==> config.mk <==
export PLATFORM = sky130hd
export DESIGN_NAME = rrs_ram
export DESIGN_NICKNAME = d
export VERILOG_FILES = /design/src/hw/rtl/rrs_ram.sv
export SDC_FILE = /design/constraint.sdc
export NUM_CORES = 2
export LEC_CHECK = 0
export BUFFER_PORTS_ARGS = -buffer_cell sky130_fd_sc_hd__buf_4
export CAP_MARGIN = 10
export CORE_ASPECT_RATIO = 1.25
export CORE_MARGIN = 8
export CORE_UTILIZATION = 48
export CTS_CLUSTER_DIAMETER = 60
export DETAILED_ROUTE_END_ITERATION = 8
export SLEW_MARGIN = 20
export SYNTH_ARGS = -nofsm -noshare
export SYNTH_HDL_FRONTEND = slang
export SYNTH_SLANG_ARGS = --single-unit
==> constraint.sdc <==
create_clock -name i_clk -period 8.5 [get_ports i_clk]
set_input_delay 1.7 -clock i_clk [delete_from_list [all_inputs] [get_ports i_clk]]
set_output_delay 1.7 -clock i_clk [all_outputs]
set_load 0.03 [all_outputs]
==> src/hw/rtl/rrs_ram.sv <==
// Generic simple dual-port RAM: one write port, one registered read port.
module rrs_ram #(
    parameter int unsigned WIDTH = 64,
    parameter int unsigned DEPTH = 64,
    localparam int unsigned AW = (DEPTH > 1) ? $clog2(DEPTH) : 1
) (
    input  logic             i_clk,
    input  logic             i_we,
    input  logic [AW-1:0]    i_waddr,
    input  logic [WIDTH-1:0] i_wdata,
    input  logic             i_re,
    input  logic [AW-1:0]    i_raddr,
    output logic [WIDTH-1:0] o_rdata
);
    logic [WIDTH-1:0] r_mem [DEPTH];
    logic [WIDTH-1:0] r_rdata;

    // Write port
    always_ff @(posedge i_clk) begin
        if (i_we) begin
            r_mem[i_waddr] <= i_wdata;
        end
    end

    // Registered read port
    always_ff @(posedge i_clk) begin
        if (i_re) begin
            r_rdata <= r_mem[i_raddr];
        end
    end

    assign o_rdata = r_rdata;
endmodule

==> results.toml <==
[sta]
maxSlewViolCount = 0
setup_violations = 0
fmaxAchievable_mhz = 234.8
fin_ws_ps = 4240
hold_viol_final = 0
period_needed_ps = 4260
min_period_over_period = 0.5011
final.setup.tns_ps = 0
rsz0062_at_grt = "no"
relSlewSlack = 0.2155
skew_ps = 56.26
worstMarginPinSlew_ps = 1174

[critical_path]
path_class = "in -> reg"
critical-path-top-delay-family = "buffers and inverters"
cp-end-kind = "flop"
arrival_ps = 4860
cpMaxStageDelayCell = "mux4_2"
cp.required_ps = 9100
worstPathMaxFanout = 88
max_stage_delay_ps = 570
crit_buf_inv = 3
worstSetupStartpointType = "input port"
critical_path.cell_chain = "buf_16 > buf_12 > buf_4 > mux4_2 > mux2i_1 > o22ai_1 > a31oi_1 > a211oi_1"

[yosys]
synthMuxAreaShare = 0.1555
synth_area_leader_cell = "edfxtp_1"
synth.top_cell.area_share = 0.7957
syn_area_sq_um = 157000
synth_top_family_by_area = "multiplexers"
syn_inst = 6598
ys_types = 32
synth-edff-count = 4160
yosysMostFrequentCell = "edfxtp_1"
ys_seq_area_frac = 0.7957
async_flop_share = 0
synth_warnings = 0
yosys.area_share.adder = 0
ys.flop_type = "edfxtp_1"
synth_common_cells = "4160 x edfxtp_1, 1024 x mux4_2, 170 x buf_2, 168 x a22oi_1, 140 x clkbuf_1"
avgSynthCellArea_sq_um = 23.79
synth_xor_xnor_area_share = 0
synth.area.top_cells = "edfxtp_1 80%, mux4_2 15%, mux2i_1 0.86%"
synth_nets = 6677
synth_compound_area_frac = 0.02467
yosys.area_share.simple = 0.01235
yosys_register_bits = 4160

[route]
first_pass_iters = 8
antenna_left = 0
wl_per_cell_um = 38.20
totalWireLength_mm = 446.4
vias = 75133
drc = 0
viasPerCell = 6.429
drtIter0Drc = 8888

[power]
cellLeakagePower_nw = 54.80
switching_share = 0.2101
clkPwrFrac = 0.413
power_frac_seq = 0.540
comb_power_share = 0.046
p_per_area_nw_per_um2 = 238.5
power_switching_mw = 8.875
peakVddDrop_mv = 0.1973
p_int_mw = 33.37

[grt]
grt_max_degree = 110
grtUsageMet1 = 0.3331
grt_usage = 0.2536
grt_pass1_vias = 76672
grt-ovfl-total = 0
grt_use_met3 = 0.03517
grt_antenna_before_repair = 23
grt_pass1_wl_mm = 613.5
grt_use_met2 = 0.4442
top_usage_layer = "met2"

[floorplanning]
die_y_um = 655.4
start_util = 0.4806
ioPinCount = 143
die_w_um = 527.5
fp-row-count = 235
core_region_area_sq_um = 326700
dieArea_sq_um = 345700

[place]
dp_slack_ps = 3238
place_hpwl_mm = 229.3
gp_congestion = 0.7691
io_buffers = 142

[clock_tree]
ctsResizeCount = 0
cts_buffers = 396
cts-hold-fix-buffers = 0
post_cts_buffers = 0
clkLatencyLatePin_ps = 940
max-clock-path-buffers = 4
clock-root-buffer = "clkbuf_16"
cts_max_level = 5
cts.sinks = 4160
clk_pin_slew_ps = 60
cts_tree = "done"

[finish]
fill_cells = 24432
fin_nets = 7048
area_growth_pct = 12.84
drive_above_1_share = 0.2799

[flow_run]
cap_violations = 0

[run_status]
outcome = "complete, no violations"

[hold_path]
min_path_type = "reg -> reg"
## registers in the layout (all words and copies together), names as in the netlist
signal / cells
r_mem: 4096
o_rdata: 64
## path summary, 6_finish.rpt
path	from	end	slack, ps	cells after the start
setup / recovery	i_raddr[0]	o_rdata[23]$_DFFE_PP_	4240	8
hold / removal	r_mem[62][28]$_DFFE_PP_	o_rdata[28]$_DFFE_PP_	920	4
setup reg to reg	r_mem[43][8]$_DFFE_PP_	o_rdata[8]$_DFFE_PP_	6260	5
hold reg to reg	r_mem[62][28]$_DFFE_PP_	o_rdata[28]$_DFFE_PP_	920	4
## power groups by stage
stage	combinational (mW)	clock, mW	sequential, mW
floorplan	1.06	0	23.3
global placement	1.94	0	23.3
detailed placement	1.98	0	23.3
CTS	1.98	17.7	22.8
global route	2.07	18.4	22.8
finish	1.96	17.5	22.8
## cells by family after synthesis
| kind of cell | after synthesis |
|---|---|
| AO/OA/AOI/OAI | 504 |
| buffers and inverters | 389 |
| flip-flops | 4160 |
| multiplexers | 1159 |
| AND/OR/NAND/NOR | 386 |
## cell usage in the layout, fill, tap and decap left out, types with 71 or more instances in the layout
| cell type | count |
|---|---|
| clkbuf_1 | 71 |
| buf_4 | 293 |
| clkinv_1 | 81 |
| edfxtp_1 | 4160 |
| a22o_1 | 88 |
| clkinv_2 | 92 |
| o22ai_1 | 83 |
| a22oi_1 | 168 |
| mux4_2 | 1024 |
| mux2i_1 | 135 |
| clkbuf_16 | 403 |
## layer usage
metal | vias to the layer above | routed length, um
li1 | 29300 | -
met1 | 41677 | 169600
met2 | 3447 | 230500
met3 | 705 | 31100
met4 | 4 | 15240
met5 | - | 34
## through the flow
stage / utilization / instance area [sq um] / power [mW] / std cells / hold WS, ps
final: 0.5423 / 177100 / 42.24 / 11686 / 915.9
after global routing: 0.5422 / 177100 / 43.30 / 11674 / 955.9
after detailed placement: 0.5034 / 164400 / 25.25 / 10954 / 906.0
after global placement: 0.5031 / 164300 / 25.21 / 10949 / 913.1
after CTS: 0.5421 / 177100 / 42.51 / 11671 / 918.1
after floorplan: - / 157000 / 24.35 / 6598 / 864.8
## cell type report
cell class,count,area (sq um),share of cell area
clock inverter,243,2291,0.01293
clock buffer,474,10350,0.05843
timing repair buffer,343,3206,0.01810
sequential,4160,124900,0.7052
antenna,14,35.03,0.0001978
tap,4384,5485,0.03097
inverter,19,71.32,0.0004026
multi-input combinational,2049,30780,0.1738
## tightest hold or removal path, cell delays in order, from the launching register on
cell and delay (ps):
edfxtp_1 310, mux4_2 220, a22oi_1 60, nand3_1 70, and3_1 140
(Power assumes the default switching activity.)
